<file path="config.mk">
export PLATFORM = sky130hd
export DESIGN_NAME = base85_stream_encoder
export DESIGN_NICKNAME = d
export VERILOG_FILES = /design/src/hw/rtl/b85_pkg.sv /design/src/hw/rtl/base85_stream_encoder.sv /design/src/hw/rtl/b85_front.sv /design/src/hw/rtl/b85_fifo.sv /design/src/hw/rtl/b85_conv.sv /design/src/hw/rtl/b85_emit.sv
export SDC_FILE = /design/constraint.sdc
export NUM_CORES = 1
export LEC_CHECK = 0
export BUFFER_PORTS_ARGS = -buffer_cell sky130_fd_sc_hd__buf_2
export CORE_ASPECT_RATIO = 2
export CORE_MARGIN = 2
export CORE_UTILIZATION = 60
export CTS_BUF_LIST = sky130_fd_sc_hd__clkbuf_4
export CTS_CLUSTER_DIAMETER = 40
export DETAILED_ROUTE_END_ITERATION = 10
export PLACE_DENSITY = 0.81
export SLEW_MARGIN = 0
export SYNTH_ARGS = -nofsm -noshare
export SYNTH_HDL_FRONTEND = slang
export SYNTH_SLANG_ARGS = --single-unit
</file>
<file path="constraint.sdc">
create_clock -name clk -period 6.3 [get_ports clk]
set_input_delay 1.26 -clock clk [delete_from_list [all_inputs] [get_ports clk]]
set_output_delay 1.26 -clock clk [all_outputs]
set_load 0.01 [all_outputs]
</file>
<file path="src/hw/rtl/b85_pkg.sv">
// Shared types, constants and the digit-to-character map for the base-85 encoder.
// No dependencies; every other file of the block but the checker imports this package.
package b85_pkg;

  localparam int unsigned GROUP_DIGITS = 5;
  localparam int unsigned DIGIT_W      = 7;
  localparam int unsigned COUNT_W      = 3;
  localparam int unsigned FIFO_DEPTH   = 2;
  localparam int unsigned FIFO_PTR_W   = $clog2(FIFO_DEPTH);

  localparam logic [7:0]  DIGIT_BASE = 8'd85;
  // floor(2^32 / 85); the product estimate is low by at most one
  localparam logic [25:0] RECIP_85   = 26'd50529027;

  typedef struct packed {
    logic [31:0]        value;
    logic [COUNT_W-1:0] count;
    logic               fin;
  } job_t;

  typedef struct packed {
    logic [GROUP_DIGITS-1:0][DIGIT_W-1:0] digits;
    logic [COUNT_W-1:0]                   count;
    logic                                 fin;
  } group_t;

  function automatic logic [6:0] digit_char(input logic [DIGIT_W-1:0] d);
    logic [6:0] c;
    c = 7'h7E;
    if (d < 7'd10) begin
      c = d + 7'd48;
    end else if (d < 7'd36) begin
      c = d + 7'd55;
    end else if (d < 7'd62) begin
      c = d + 7'd61;
    end else begin
      case (d)
        7'd62:   c = 7'h21;
        7'd63:   c = 7'h23;
        7'd64:   c = 7'h24;
        7'd65:   c = 7'h25;
        7'd66:   c = 7'h26;
        7'd67:   c = 7'h28;
        7'd68:   c = 7'h29;
        7'd69:   c = 7'h2A;
        7'd70:   c = 7'h2B;
        7'd71:   c = 7'h2D;
        7'd72:   c = 7'h3B;
        7'd73:   c = 7'h3C;
        7'd74:   c = 7'h3D;
        7'd75:   c = 7'h3E;
        7'd76:   c = 7'h3F;
        7'd77:   c = 7'h40;
        7'd78:   c = 7'h5E;
        7'd79:   c = 7'h5F;
        7'd80:   c = 7'h60;
        7'd81:   c = 7'h7B;
        7'd82:   c = 7'h7C;
        7'd83:   c = 7'h7D;
        default: c = 7'h7E;
      endcase
    end
    return c;
  endfunction

endpackage

</file>
<file path="src/hw/rtl/base85_stream_encoder.sv">
// Base-85 stream encoder, top level: front end, job queue, converter, emitter.
// Bytes enter the queue at one byte per cycle while full is low. The group rate is set by
// the shared divide-by-85 unit: four divisions per group, each a multiply and a fix step.
// The converter finishes one group before it takes the next job from the queue.
// Output: one character per cycle while pop is held and a converted group is waiting.
// Synchronous active-low reset clears the group, the queue and all valid state.
// Depends on b85_pkg and the b85_* modules.
module base85_stream_encoder (
  input  logic       clk,
  input  logic       rst_n,
  input  logic       push,
  output logic       full,
  input  logic [7:0] in_data_byte,
  input  logic       in_end_of_message,
  output logic       empty,
  input  logic       pop,
  output logic [6:0] out_code_char,
  output logic       out_last_of_run,
  output logic       out_end_of_output
);
  import b85_pkg::*;

  job_t   fr_job, q_job;
  logic   fr_push, q_full, q_empty, q_pop;
  group_t grp;
  logic   grp_valid, grp_take;

  b85_front u_front (
    .clk               (clk),
    .rst_n             (rst_n),
    .push              (push),
    .full              (full),
    .in_data_byte      (in_data_byte),
    .in_end_of_message (in_end_of_message),
    .job_push          (fr_push),
    .job_full          (q_full),
    .job               (fr_job)
  );

  b85_fifo u_fifo (
    .clk     (clk),
    .rst_n   (rst_n),
    .wr_en   (fr_push),
    .wr_data (fr_job),
    .full    (q_full),
    .rd_en   (q_pop),
    .rd_data (q_job),
    .empty   (q_empty)
  );

  b85_conv u_conv (
    .clk       (clk),
    .rst_n     (rst_n),
    .job_empty (q_empty),
    .job       (q_job),
    .job_pop   (q_pop),
    .grp_valid (grp_valid),
    .grp_take  (grp_take),
    .grp       (grp)
  );

  b85_emit u_emit (
    .clk               (clk),
    .rst_n             (rst_n),
    .grp_valid         (grp_valid),
    .grp               (grp),
    .grp_take          (grp_take),
    .empty             (empty),
    .pop               (pop),
    .out_code_char     (out_code_char),
    .out_last_of_run   (out_last_of_run),
    .out_end_of_output (out_end_of_output)
  );

endmodule

</file>
<file path="src/hw/rtl/b85_front.sv">
// Front end: accepts bytes, packs them big-endian into groups, pads a final
// partial group and issues one conversion job per group. Depends on b85_pkg.
module b85_front (
  input  logic          clk,
  input  logic          rst_n,
  input  logic          push,
  output logic          full,
  input  logic [7:0]    in_data_byte,
  input  logic          in_end_of_message,
  output logic          job_push,
  input  logic          job_full,
  output b85_pkg::job_t job
);
  import b85_pkg::*;

  logic [23:0] group_r, group_nxt;
  logic [1:0]  cnt_r, cnt_nxt;
  logic        accept;

  assign full   = job_full;
  assign accept = push && !job_full;

  always_comb begin
    job.fin   = in_end_of_message;
    job.count = {1'b0, cnt_r} + 3'd2;
    case (cnt_r)
      2'd0:    job.value = {in_data_byte, 24'd0};
      2'd1:    job.value = {group_r[7:0], in_data_byte, 16'd0};
      2'd2:    job.value = {group_r[15:0], in_data_byte, 8'd0};
      default: job.value = {group_r, in_data_byte};
    endcase
  end

  assign job_push = accept && ((cnt_r == 2'd3) || in_end_of_message);

  always_comb begin
    group_nxt = group_r;
    cnt_nxt   = cnt_r;
    if (accept) begin
      if (job_push) begin
        group_nxt = 24'd0;
        cnt_nxt   = 2'd0;
      end else begin
        group_nxt = {group_r[15:0], in_data_byte};
        cnt_nxt   = cnt_r + 2'd1;
      end
    end
  end

  always_ff @(posedge clk) begin
    if (!rst_n) begin
      group_r <= 24'd0;
      cnt_r   <= 2'd0;
    end else begin
      group_r <= group_nxt;
      cnt_r   <= cnt_nxt;
    end
  end

endmodule

</file>
<file path="src/hw/rtl/b85_fifo.sv">
// Short job queue between the front end and the converter.
// Depends on b85_pkg for the job type and depth.
module b85_fifo (
  input  logic          clk,
  input  logic          rst_n,
  input  logic          wr_en,
  input  b85_pkg::job_t wr_data,
  output logic          full,
  input  logic          rd_en,
  output b85_pkg::job_t rd_data,
  output logic          empty
);
  import b85_pkg::*;

  job_t                  slot_r [FIFO_DEPTH];
  logic [FIFO_PTR_W-1:0] wr_ptr_r, wr_ptr_nxt;
  logic [FIFO_PTR_W-1:0] rd_ptr_r, rd_ptr_nxt;
  logic [FIFO_PTR_W:0]   cnt_r, cnt_nxt;
  logic                  do_wr, do_rd;

  assign full    = (cnt_r == (FIFO_PTR_W+1)'(FIFO_DEPTH));
  assign empty   = (cnt_r == '0);
  assign do_wr   = wr_en && !full;
  assign do_rd   = rd_en && !empty;
  assign rd_data = slot_r[rd_ptr_r];

  always_comb begin
    wr_ptr_nxt = wr_ptr_r;
    rd_ptr_nxt = rd_ptr_r;
    cnt_nxt    = cnt_r;
    if (do_wr) begin
      wr_ptr_nxt = (wr_ptr_r == FIFO_PTR_W'(FIFO_DEPTH - 1)) ? '0 : wr_ptr_r + 1'b1;
    end
    if (do_rd) begin
      rd_ptr_nxt = (rd_ptr_r == FIFO_PTR_W'(FIFO_DEPTH - 1)) ? '0 : rd_ptr_r + 1'b1;
    end
    if (do_wr && !do_rd) begin
      cnt_nxt = cnt_r + 1'b1;
    end else if (do_rd && !do_wr) begin
      cnt_nxt = cnt_r - 1'b1;
    end
  end

  always_ff @(posedge clk) begin
    if (do_wr) begin
      slot_r[wr_ptr_r] <= wr_data;
    end
  end

  always_ff @(posedge clk) begin
    if (!rst_n) begin
      wr_ptr_r <= '0;
      rd_ptr_r <= '0;
      cnt_r    <= '0;
    end else begin
      wr_ptr_r <= wr_ptr_nxt;
      rd_ptr_r <= rd_ptr_nxt;
      cnt_r    <= cnt_nxt;
    end
  end

endmodule

</file>
<file path="src/hw/rtl/b85_conv.sv">
// Converter: splits a 32-bit group into five base-85 digits with a shared
// divide-by-85 unit (reciprocal multiply step, then one correction step).
// Depends on b85_pkg.
module b85_conv (
  input  logic            clk,
  input  logic            rst_n,
  input  logic            job_empty,
  input  b85_pkg::job_t   job,
  output logic            job_pop,
  output logic            grp_valid,
  input  logic            grp_take,
  output b85_pkg::group_t grp
);
  import b85_pkg::*;

  localparam logic [1:0] ST_IDLE = 2'd0;
  localparam logic [1:0] ST_MUL  = 2'd1;
  localparam logic [1:0] ST_FIX  = 2'd2;
  localparam logic [1:0] ST_DONE = 2'd3;

  logic [1:0]  st_r, st_nxt;
  logic [1:0]  step_r, step_nxt;
  logic [31:0] val_r, val_nxt;
  logic [57:0] prod_r, prod_nxt;
  logic [GROUP_DIGITS-1:0][DIGIT_W-1:0] dig_r, dig_nxt;
  logic [COUNT_W-1:0] cnt_r, cnt_nxt;
  logic        fin_r, fin_nxt;

  logic [25:0] q_est;
  logic [31:0] qx85;
  logic [31:0] rem_w;
  logic [7:0]  rem8;
  logic        ge;
  logic [31:0] q_fix;
  logic [DIGIT_W-1:0] digit;
  logic [2:0]  widx;

  assign q_est = prod_r[57:32];
  assign qx85  = {6'd0, q_est} * 32'(DIGIT_BASE);
  assign rem_w = val_r - qx85;
  assign rem8  = rem_w[7:0];
  assign ge    = (rem8 >= DIGIT_BASE);
  assign q_fix = {6'd0, q_est} + {31'd0, ge};
  assign digit = ge ? DIGIT_W'(rem8 - DIGIT_BASE) : rem8[DIGIT_W-1:0];
  assign widx  = 3'd4 - {1'b0, step_r};

  assign grp_valid  = (st_r == ST_DONE);
  assign grp.digits = dig_r;
  assign grp.count  = cnt_r;
  assign grp.fin    = fin_r;

  always_comb begin
    st_nxt   = st_r;
    step_nxt = step_r;
    val_nxt  = val_r;
    prod_nxt = prod_r;
    dig_nxt  = dig_r;
    cnt_nxt  = cnt_r;
    fin_nxt  = fin_r;
    job_pop  = 1'b0;
    case (st_r)
      ST_IDLE: begin
        if (!job_empty) begin
          job_pop = 1'b1;
        end
      end
      ST_MUL: begin
        prod_nxt = 58'(val_r) * 58'(RECIP_85);
        st_nxt   = ST_FIX;
      end
      ST_FIX: begin
        val_nxt       = q_fix;
        dig_nxt[widx] = digit;
        if (step_r == 2'd3) begin
          dig_nxt[0] = q_fix[DIGIT_W-1:0];
          st_nxt     = ST_DONE;
        end else begin
          step_nxt = step_r + 2'd1;
          st_nxt   = ST_MUL;
        end
      end
      ST_DONE: begin
        if (grp_take) begin
          if (!job_empty) begin
            job_pop = 1'b1;
          end else begin
            st_nxt = ST_IDLE;
          end
        end
      end
      default: st_nxt = ST_IDLE;
    endcase
    if (job_pop) begin
      val_nxt  = job.value;
      cnt_nxt  = job.count;
      fin_nxt  = job.fin;
      step_nxt = 2'd0;
      st_nxt   = ST_MUL;
    end
  end

  always_ff @(posedge clk) begin
    val_r  <= val_nxt;
    prod_r <= prod_nxt;
    dig_r  <= dig_nxt;
    cnt_r  <= cnt_nxt;
    fin_r  <= fin_nxt;
  end

  always_ff @(posedge clk) begin
    if (!rst_n) begin
      st_r   <= ST_IDLE;
      step_r <= 2'd0;
    end else begin
      st_r   <= st_nxt;
      step_r <= step_nxt;
    end
  end

endmodule

</file>
<file path="src/hw/rtl/b85_emit.sv">
// Back end: holds one converted group and streams its characters, most
// significant first, through an output register. Depends on b85_pkg.
module b85_emit (
  input  logic            clk,
  input  logic            rst_n,
  input  logic            grp_valid,
  input  b85_pkg::group_t grp,
  output logic            grp_take,
  output logic            empty,
  input  logic            pop,
  output logic [6:0]      out_code_char,
  output logic            out_last_of_run,
  output logic            out_end_of_output
);
  import b85_pkg::*;

  logic [GROUP_DIGITS-1:0][DIGIT_W-1:0] edig_r, edig_nxt;
  logic [COUNT_W-1:0] ecnt_r, ecnt_nxt;
  logic               efin_r, efin_nxt;
  logic [2:0]         eidx_r, eidx_nxt;
  logic               ebuf_v_r, ebuf_v_nxt;
  logic               out_v_r, out_v_nxt;
  logic [6:0]         char_r, char_nxt;
  logic               last_r, last_nxt;
  logic               eoo_r, eoo_nxt;
  logic               load, is_last;

  assign is_last  = (eidx_r == (ecnt_r - 3'd1));
  assign load     = ebuf_v_r && (!out_v_r || pop);
  assign grp_take = grp_valid && (!ebuf_v_r || (load && is_last));

  assign empty             = !out_v_r;
  assign out_code_char     = char_r;
  assign out_last_of_run   = last_r;
  assign out_end_of_output = eoo_r;

  always_comb begin
    edig_nxt   = edig_r;
    ecnt_nxt   = ecnt_r;
    efin_nxt   = efin_r;
    eidx_nxt   = eidx_r;
    ebuf_v_nxt = ebuf_v_r;
    out_v_nxt  = out_v_r;
    char_nxt   = char_r;
    last_nxt   = last_r;
    eoo_nxt    = eoo_r;
    if (pop) begin
      out_v_nxt = 1'b0;
    end
    if (load) begin
      out_v_nxt = 1'b1;
      char_nxt  = digit_char(edig_r[eidx_r]);
      last_nxt  = is_last;
      eoo_nxt   = is_last && efin_r;
      if (is_last) begin
        ebuf_v_nxt = 1'b0;
      end else begin
        eidx_nxt = eidx_r + 3'd1;
      end
    end
    if (grp_take) begin
      edig_nxt   = grp.digits;
      ecnt_nxt   = grp.count;
      efin_nxt   = grp.fin;
      eidx_nxt   = 3'd0;
      ebuf_v_nxt = 1'b1;
    end
  end

  always_ff @(posedge clk) begin
    edig_r <= edig_nxt;
    ecnt_r <= ecnt_nxt;
    efin_r <= efin_nxt;
    eidx_r <= eidx_nxt;
    char_r <= char_nxt;
    last_r <= last_nxt;
    eoo_r  <= eoo_nxt;
  end

  always_ff @(posedge clk) begin
    if (!rst_n) begin
      ebuf_v_r <= 1'b0;
      out_v_r  <= 1'b0;
    end else begin
      ebuf_v_r <= ebuf_v_nxt;
      out_v_r  <= out_v_nxt;
    end
  end

endmodule

</file>
# After elaboration in Yosys (flattened, before gate mapping)

Memories as Yosys holds them, arrays and structs flattened. A register that Yosys moved wholly into a read port is not among the register bits.
Cells that the tools add are included.

Bitwise logic cells: 3
Divide/modulo/power cells: 0
Shift-type cells: 0
Multiply operators: 2
Add/subtract/negate cells: 16
Eq/ne operators: 35
Multiplexer cells: 37
Order comparisons: 7
Reduce and logical (&&, ||, !) cells: 36

Operators by type and width:

| kind                   | number |
|---|---|
| $pmux 7 s22            | 1 |
| $eq 7x7->1 const B     | 20 |
| $pmux 32 s3            | 1 |
| $mux 32                | 2 |
| $mul 32x26->58 const B | 1 |
| $mux 7                 | 7 |
| $bwmux 35              | 1 |
| $add 26x1->27          | 1 |
| $mul 26x7->8 const B   | 1 |
| $mux 24                | 1 |
| $add 7x6->7 const B    | 3 |
| $bmux 7 s3             | 1 |
| $demux 7 s3            | 1 |
| $eq 7x6->1 const B     | 2 |
| $lt 7x6->1 const B     | 2 |
| $mux 1                 | 14 |
| $eq 2x2->1 const B     | 6 |
| $mux 2                 | 6 |
| $logic_and 1x1->1      | 11 |
| $reduce_bool 2->1      | 5 |
| $ge 8x7->1 const B     | 1 |
| $lt 3x4->1 const B     | 2 |
| $sub 8x8->8            | 1 |
| $lt 7x4->1 const B     | 1 |
| 24 further kinds       | 44 |

Latch bits: 0
ROM bits: 0
Memories kept: 1
Bits in writable memories: 72
Logic and storage cells: 167
Output and inout bits: 11
Flip-flop bits (word level): 216

Memory list:

| name          | depth | bits a word | rd ports | clocked after memory_dff | write ports | RTL line       | source |
|---|---|---|---|---|---|---|---|
| u_fifo.slot_r | 2     | 36          | 1        | 1                        | 1           | b85_fifo.sv:15 | `job_t slot_r [FIFO_DEPTH];` |

# Depth between registers and ports, before layout

Depth after elaboration: 12
Gate-level depth with buffers: 24

# By module

A second synthesis with hierarchy kept.

Cells, all modules: 1,850
Area total of the unflattened synthesis: 20,763.7 um^2

Modules (own cells, without submodules):

| module    | instances | cells each | area each (um^2) |
|---|---|---|---|
| b85_conv  | 1         | 1,322      | 13,555.5 |
| b85_emit  | 1         | 245        | 2,941.6 |
| b85_fifo  | 1         | 137        | 2,829.0 |
| b85_front | 1         | 146        | 1,437.6 |

# Least setup slack after synthesis

No wires, ideal clock.

Kind: register to register
Start: register u_conv.val_r[7]
End: register u_conv.prod_r[53] (data pin)
Period minus slack after synthesis: 6.061 ns
Slack: 0.239 ns
Buffers on the path: 0
Arrival time: 5.799 ns
Cell stages (with the launch flop): 21
Cell sequence: edfxtp_1 > ha_1 > ha_1 > inv_1 > fa_1 > inv_1 > fa_1 > inv_1 > fa_1 > fa_1 > fa_1 > inv_1 > ha_1 > nand2_1 > nor4_1 > o311ai_0 > a21boi_1 > a21oi_1 > o31a_1 > o21bai_1 > xor2_1

Longest elaborated chain between the ends: 1

Ends and longest elaborated chain:

| item                   | RTL line        | source |
|---|---|---|
| start, declared        | b85_conv.sv:23  | `logic [31:0] val_r, val_nxt;` |
| start signal, assigned | b85_conv.sv:103 | `val_r <= val_nxt;` |
| $mul 32x26->58         | b85_conv.sv:68  | `prod_nxt = 58'(val_r) * 58'(RECIP_85);` |
| end signal, assigned   | b85_conv.sv:104 | `prod_r <= prod_nxt;` |
| end, declared          | b85_conv.sv:24  | `logic [57:0] prod_r, prod_nxt;` |

Every way passes these cells.
A chain may end at the register's enable or synchronous reset.

# Worst setup path after layout

Start: register u_conv.val_r[8]
End: register u_conv.prod_r[55] (data pin)

The elaborated chain is that of the path after synthesis.

==> results.rst <==
.. list-table::
   :header-rows: 1

   * - Metric
     - Value
   * - Worst hold path startpoint
     - u_conv.fin_r
   * - Startpoint type of the worst setup path
     - flop
   * - Deepest clock path buffer count
     - 3
   * - Clk Tree Root Cell
     - sky130_fd_sc_hd__clkbuf_4
   * - Die span in y
     - 270 µm
   * - Final Max Tran Viols
     - 0
   * - Routed wire length
     - 56.6 mm
   * - Iter 0 DRT Violations
     - 863
   * - Tcrit/Tclk final
     - 98.4%
   * - Area Growth Syn to Fin
     - 8.47%
   * - Path class of the lowest-slack min-delay path
     - flop to flop
   * - Maximum achievable frequency
     - 161 MHz
   * - Number of synthesized flops with an enable pin
     - 217
   * - Classification of the worst setup path
     - flop to flop
   * - Average footprint of a synthesized cell
     - 10.6 µm²
   * - Accumulated negative setup slack
     - 0 ns
   * - Pin slew with the least headroom to its limit
     - 1.11 ns
   * - DIE AREA
     - 36900 µm²
   * - Post-DP HPWL
     - 46.2 mm
   * - Synthesized flop and latch total
     - 257
   * - Number of vias after detailed routing
     - 15244
   * - Overall routing resource usage
     - 31.1%
   * - Cell area after synthesis
     - 21200 µm²
   * - Wire length per cell after detailed routing
     - 22.0 µm
   * - Initial standard-cell utilization of the core
     - 60.6%
   * - Clock Sinks
     - 257
   * - Number of cells produced by synthesis
     - 2008
   * - Clock slew seen by the registers of the worst setup and hold paths
     - 0.08 ns
   * - Max cap viols
     - 0
   * - Clock Skews
     - 0.0645 ns
   * - Biggest fanout along the worst timing path
     - 7
   * - Area of the multi-input gates
     - 12400 µm²
   * - Number of antenna violations at the first check in global routing
     - 2
   * - Via count of the first global-routing pass
     - 16257
   * - Total number of placement rows
     - 97
   * - Most common cell after layout, fill and taps aside
     - sky130_fd_sc_hd__inv_1
   * - Length in cells of the worst reg-to-reg path
     - 25
   * - Launch point of the worst reg-to-reg path
     - u_conv.val_r[8]
   * - # H-tree levels
     - 2
   * - Post-synthesis cell type count
     - 77
   * - Number of warnings issued by yosys
     - 0
   * - Antenna Nets Post-Route
     - 0
   * - Hold violation total from the final report
     - 0
   * - Total placed cells including tap cells
     - 2468
   * - Final setup viols
     - 0
   * - Req. time, crit path
     - 6.78 ns
   * - Post-synthesis net count
     - 2460
   * - Fillers
     - 2728
   * - Overflow left after global routing
     - 0
   * - Number of search-and-repair iterations in the first detailed-routing pass
     - 7
   * - Crit path time final
     - 6.20 ns
   * - Clk Latency, worst-skew pair
     - 0.74 ns
   * - Total DRC errors in the routed layout
     - 0
   * - Outcome
     - complete, no violations
   * - Max-slew headroom at the worst pin
     - 25.8%
   * - Post-detailed-route via-to-cell ratio
     - 5.91
   * - Largest net degree at the start of global routing
     - 47
   * - Non-filler cells in the finished layout
     - 2580
   * - Hold endpoint
     - u_emit.efin_r
   * - Number of clock buffers inserted by TritonCTS
     - 56
   * - Area occupied by registers
     - 7320 µm²
   * - Area of the core region
     - 35000 µm²
   * - Share of flip-flops with an asynchronous set or reset after synthesis
     - 0%
   * - IO buf count
     - 23
   * - Global-route wire length before repair
     - 85.8 mm
   * - Final cell utilization of the core
     - 65.8%
   * - Final layout net count
     - 2539
   * - Sequential-to-total area share from yosys stat
     - 34.5%
   * - Number of instances on the worst hold path
     - 0
   * - Reg2Reg Capture Point
     - u_conv.prod_r[55]
   * - Dominant synthesized flop cell
     - sky130_fd_sc_hd__edfxtp_1
   * - Last weighted congestion value of the routability-driven placer
     - 1.08
   * - Setup slack on the worst flop-to-flop path
     - 0.1 ns
   * - Critical path endpoint category
     - flop
   * - Arr. time, crit path
     - 6.68 ns
   * - Fraction of layout instances using a drive strength above 1
     - 9.93%
   * - Unrepaired setup endpoints after global routing
     - yes
   * - Highest-count cells in the layout ignoring fill and taps
     - 383 x sky130_fd_sc_hd__inv_1, 284 x sky130_fd_sc_hd__ha_1, 217 x sky130_fd_sc_hd__edfxtp_1
   * - Die width
     - 137 µm
   * - Clock tree from TritonCTS
     - built
   * - Number of placed I/O pins
     - 24
## timing repair
action                                  in CTS  in global routing
resized for setup                            1                 28
pin swaps                                    1                 12
buffers inserted                             1                  5
hold buffers                                 0                  0
endpoints found under the setup margin       9                 19
## cells in the mapped netlist (4+ instances only)
| cell | number | area [µm²] |
|---|---|---|
| sky130_fd_sc_hd__a31oi_1 | 7 | 43.8 |
| sky130_fd_sc_hd__fa_1 | 149 | 2980 |
| sky130_fd_sc_hd__edfxtp_1 | 217 | 6520 |
| sky130_fd_sc_hd__o2111ai_1 | 4 | 35.0 |
| sky130_fd_sc_hd__mux2i_1 | 44 | 440 |
| sky130_fd_sc_hd__and2_1 | 26 | 163 |
| sky130_fd_sc_hd__ha_1 | 290 | 3630 |
| sky130_fd_sc_hd__nor2b_1 | 24 | 150 |
| sky130_fd_sc_hd__a222oi_1 | 8 | 80.1 |
| sky130_fd_sc_hd__nor2_1 | 79 | 297 |
| sky130_fd_sc_hd__xor2_1 | 26 | 228 |
| sky130_fd_sc_hd__and3_1 | 18 | 113 |
| sky130_fd_sc_hd__inv_1 | 384 | 1440 |
| sky130_fd_sc_hd__o21ai_0 | 53 | 265 |
| sky130_fd_sc_hd__a221oi_1 | 5 | 43.8 |
| sky130_fd_sc_hd__clkbuf_1 | 39 | 146 |
| sky130_fd_sc_hd__and4_1 | 8 | 70.1 |
| sky130_fd_sc_hd__a211oi_1 | 16 | 120 |
| sky130_fd_sc_hd__o2bb2ai_1 | 5 | 43.8 |
| sky130_fd_sc_hd__nand4_1 | 17 | 106 |
| sky130_fd_sc_hd__mux2_2 | 5 | 56.3 |
| sky130_fd_sc_hd__a21o_1 | 27 | 203 |
| sky130_fd_sc_hd__a21boi_0 | 29 | 218 |
| sky130_fd_sc_hd__o21ai_1 | 4 | 20.0 |
| sky130_fd_sc_hd__a21oi_1 | 89 | 445 |
| sky130_fd_sc_hd__or3_1 | 6 | 37.5 |
| sky130_fd_sc_hd__a22o_1 | 9 | 78.8 |
| sky130_fd_sc_hd__or4_1 | 4 | 30.0 |
| sky130_fd_sc_hd__buf_2 | 6 | 30.0 |
| sky130_fd_sc_hd__nand2_1 | 107 | 402 |
| sky130_fd_sc_hd__o21a_1 | 12 | 90.1 |
| sky130_fd_sc_hd__nand2b_1 | 10 | 62.6 |
| sky130_fd_sc_hd__dfxtp_1 | 40 | 801 |
| sky130_fd_sc_hd__nor3_1 | 24 | 120 |
| sky130_fd_sc_hd__o31ai_1 | 5 | 37.5 |
| sky130_fd_sc_hd__nand3_1 | 59 | 295 |
| sky130_fd_sc_hd__buf_1 | 4 | 15.0 |
| sky130_fd_sc_hd__a22oi_1 | 10 | 75.1 |
| sky130_fd_sc_hd__o22ai_1 | 6 | 37.5 |
| sky130_fd_sc_hd__xnor2_1 | 57 | 499 |
| sky130_fd_sc_hd__nor4_1 | 5 | 31.3 |
| sky130_fd_sc_hd__o21bai_1 | 12 | 90.1 |
## sequential cells by signal (all words and copies together) (netlist names), 3 cells and up, named ones only
| signal | flops |
|---|---|
| u_conv.grp | 35 |
| u_conv.cnt_r | 3 |
| u_emit.ecnt_r | 3 |
| u_fifo.slot_r | 72 |
| u_conv.prod_r | 26 |
| u_emit.edig_r | 35 |
| u_emit.out_code_char | 7 |
| u_front.group_r | 24 |
| u_conv.val_r | 32 |
| u_emit.eidx_r | 3 |
## worst max-delay path: stages, from the launching register on
cell and delay, ns:
sky130_fd_sc_hd__edfxtp_1 0.43, sky130_fd_sc_hd__buf_4 0.18, sky130_fd_sc_hd__ha_2 0.31, sky130_fd_sc_hd__ha_1 0.16, sky130_fd_sc_hd__inv_1 0.07, sky130_fd_sc_hd__fa_1 0.55
sky130_fd_sc_hd__inv_1 0.06, sky130_fd_sc_hd__fa_1 0.50, sky130_fd_sc_hd__inv_1 0.06, sky130_fd_sc_hd__fa_1 0.55, sky130_fd_sc_hd__inv_2 0.07, sky130_fd_sc_hd__fa_1 0.54
sky130_fd_sc_hd__inv_1 0.06, sky130_fd_sc_hd__fa_1 0.52, sky130_fd_sc_hd__inv_1 0.04, sky130_fd_sc_hd__ha_1 0.30, sky130_fd_sc_hd__buf_4 0.17, sky130_fd_sc_hd__nand4_1 0.10
sky130_fd_sc_hd__nor2_1 0.07, sky130_fd_sc_hd__a21boi_1 0.13, sky130_fd_sc_hd__buf_4 0.17, sky130_fd_sc_hd__a211oi_4 0.26, sky130_fd_sc_hd__o21ai_1 0.11, sky130_fd_sc_hd__buf_4 0.18
sky130_fd_sc_hd__a221oi_4 0.25, sky130_fd_sc_hd__xnor2_1 0.09
## worst max path at each step
stage	start	to
5_1_grt	u_conv.val_r[3]	u_conv.prod_r[56]
3_3_place_gp	u_conv.val_r[6]	u_conv.prod_r[53]
2_1_floorplan	u_conv.val_r[7]	u_conv.prod_r[53]
3_5_place_dp	u_conv.val_r[5]	u_conv.prod_r[53]
6_report	u_conv.val_r[8]	u_conv.prod_r[55]
4_1_cts	u_conv.val_r[7]	u_conv.prod_r[53]
## through the flow
stage | hold WS, ns | cell area [µm²] | setup WS (ns)
final | 0.407 | 23000 | 0.0988
after CTS | 0.393 | 22800 | 0.0340
after global routing | 0.412 | 23000 | -0.0637
after detailed placement | 0.405 | 22000 | -0.116
after floorplan | 0.400 | 21200 | 0.239
after global placement | 0.401 | 22000 | 0.0608
## logic make-up after synthesis
logic type | share of synthesized area, %
AO/OA/AOI/OAI | 10.9
buffers and inverters | 7.96
adder cells (fa/ha/maj) | 31.2
flip-flops | 34.5
multiplexers | 2.84
AND/OR/NAND/NOR | 9.20
XOR/XNOR | 3.43
## area by class of cell
class | instances | area share (%)
clock buffer | 84 | 2.74
timing repair buffer | 74 | 2.17
clock inverter | 21 | 0.746
sequential | 257 | 31.8
multi-input combinational | 1311 | 53.8
inverter | 387 | 6.32
antenna | 1 | 0.0109
tap | 445 | 2.42
## routing by layer
metal | GRT usage, % | routed length (µm) | part of all wire [%]
met1 | 28.2 | 17700 | 31
met2 | 58.6 | 31100 | 55
met3 | 4.22 | 2040 | 3.6
met4 | 25.7 | 5850 | 10
met5 | 0 | 16 | 0.028
Power is not shown: default switching activity piles up to over one toggle a cycle in this logic, so the estimate is an artifact.
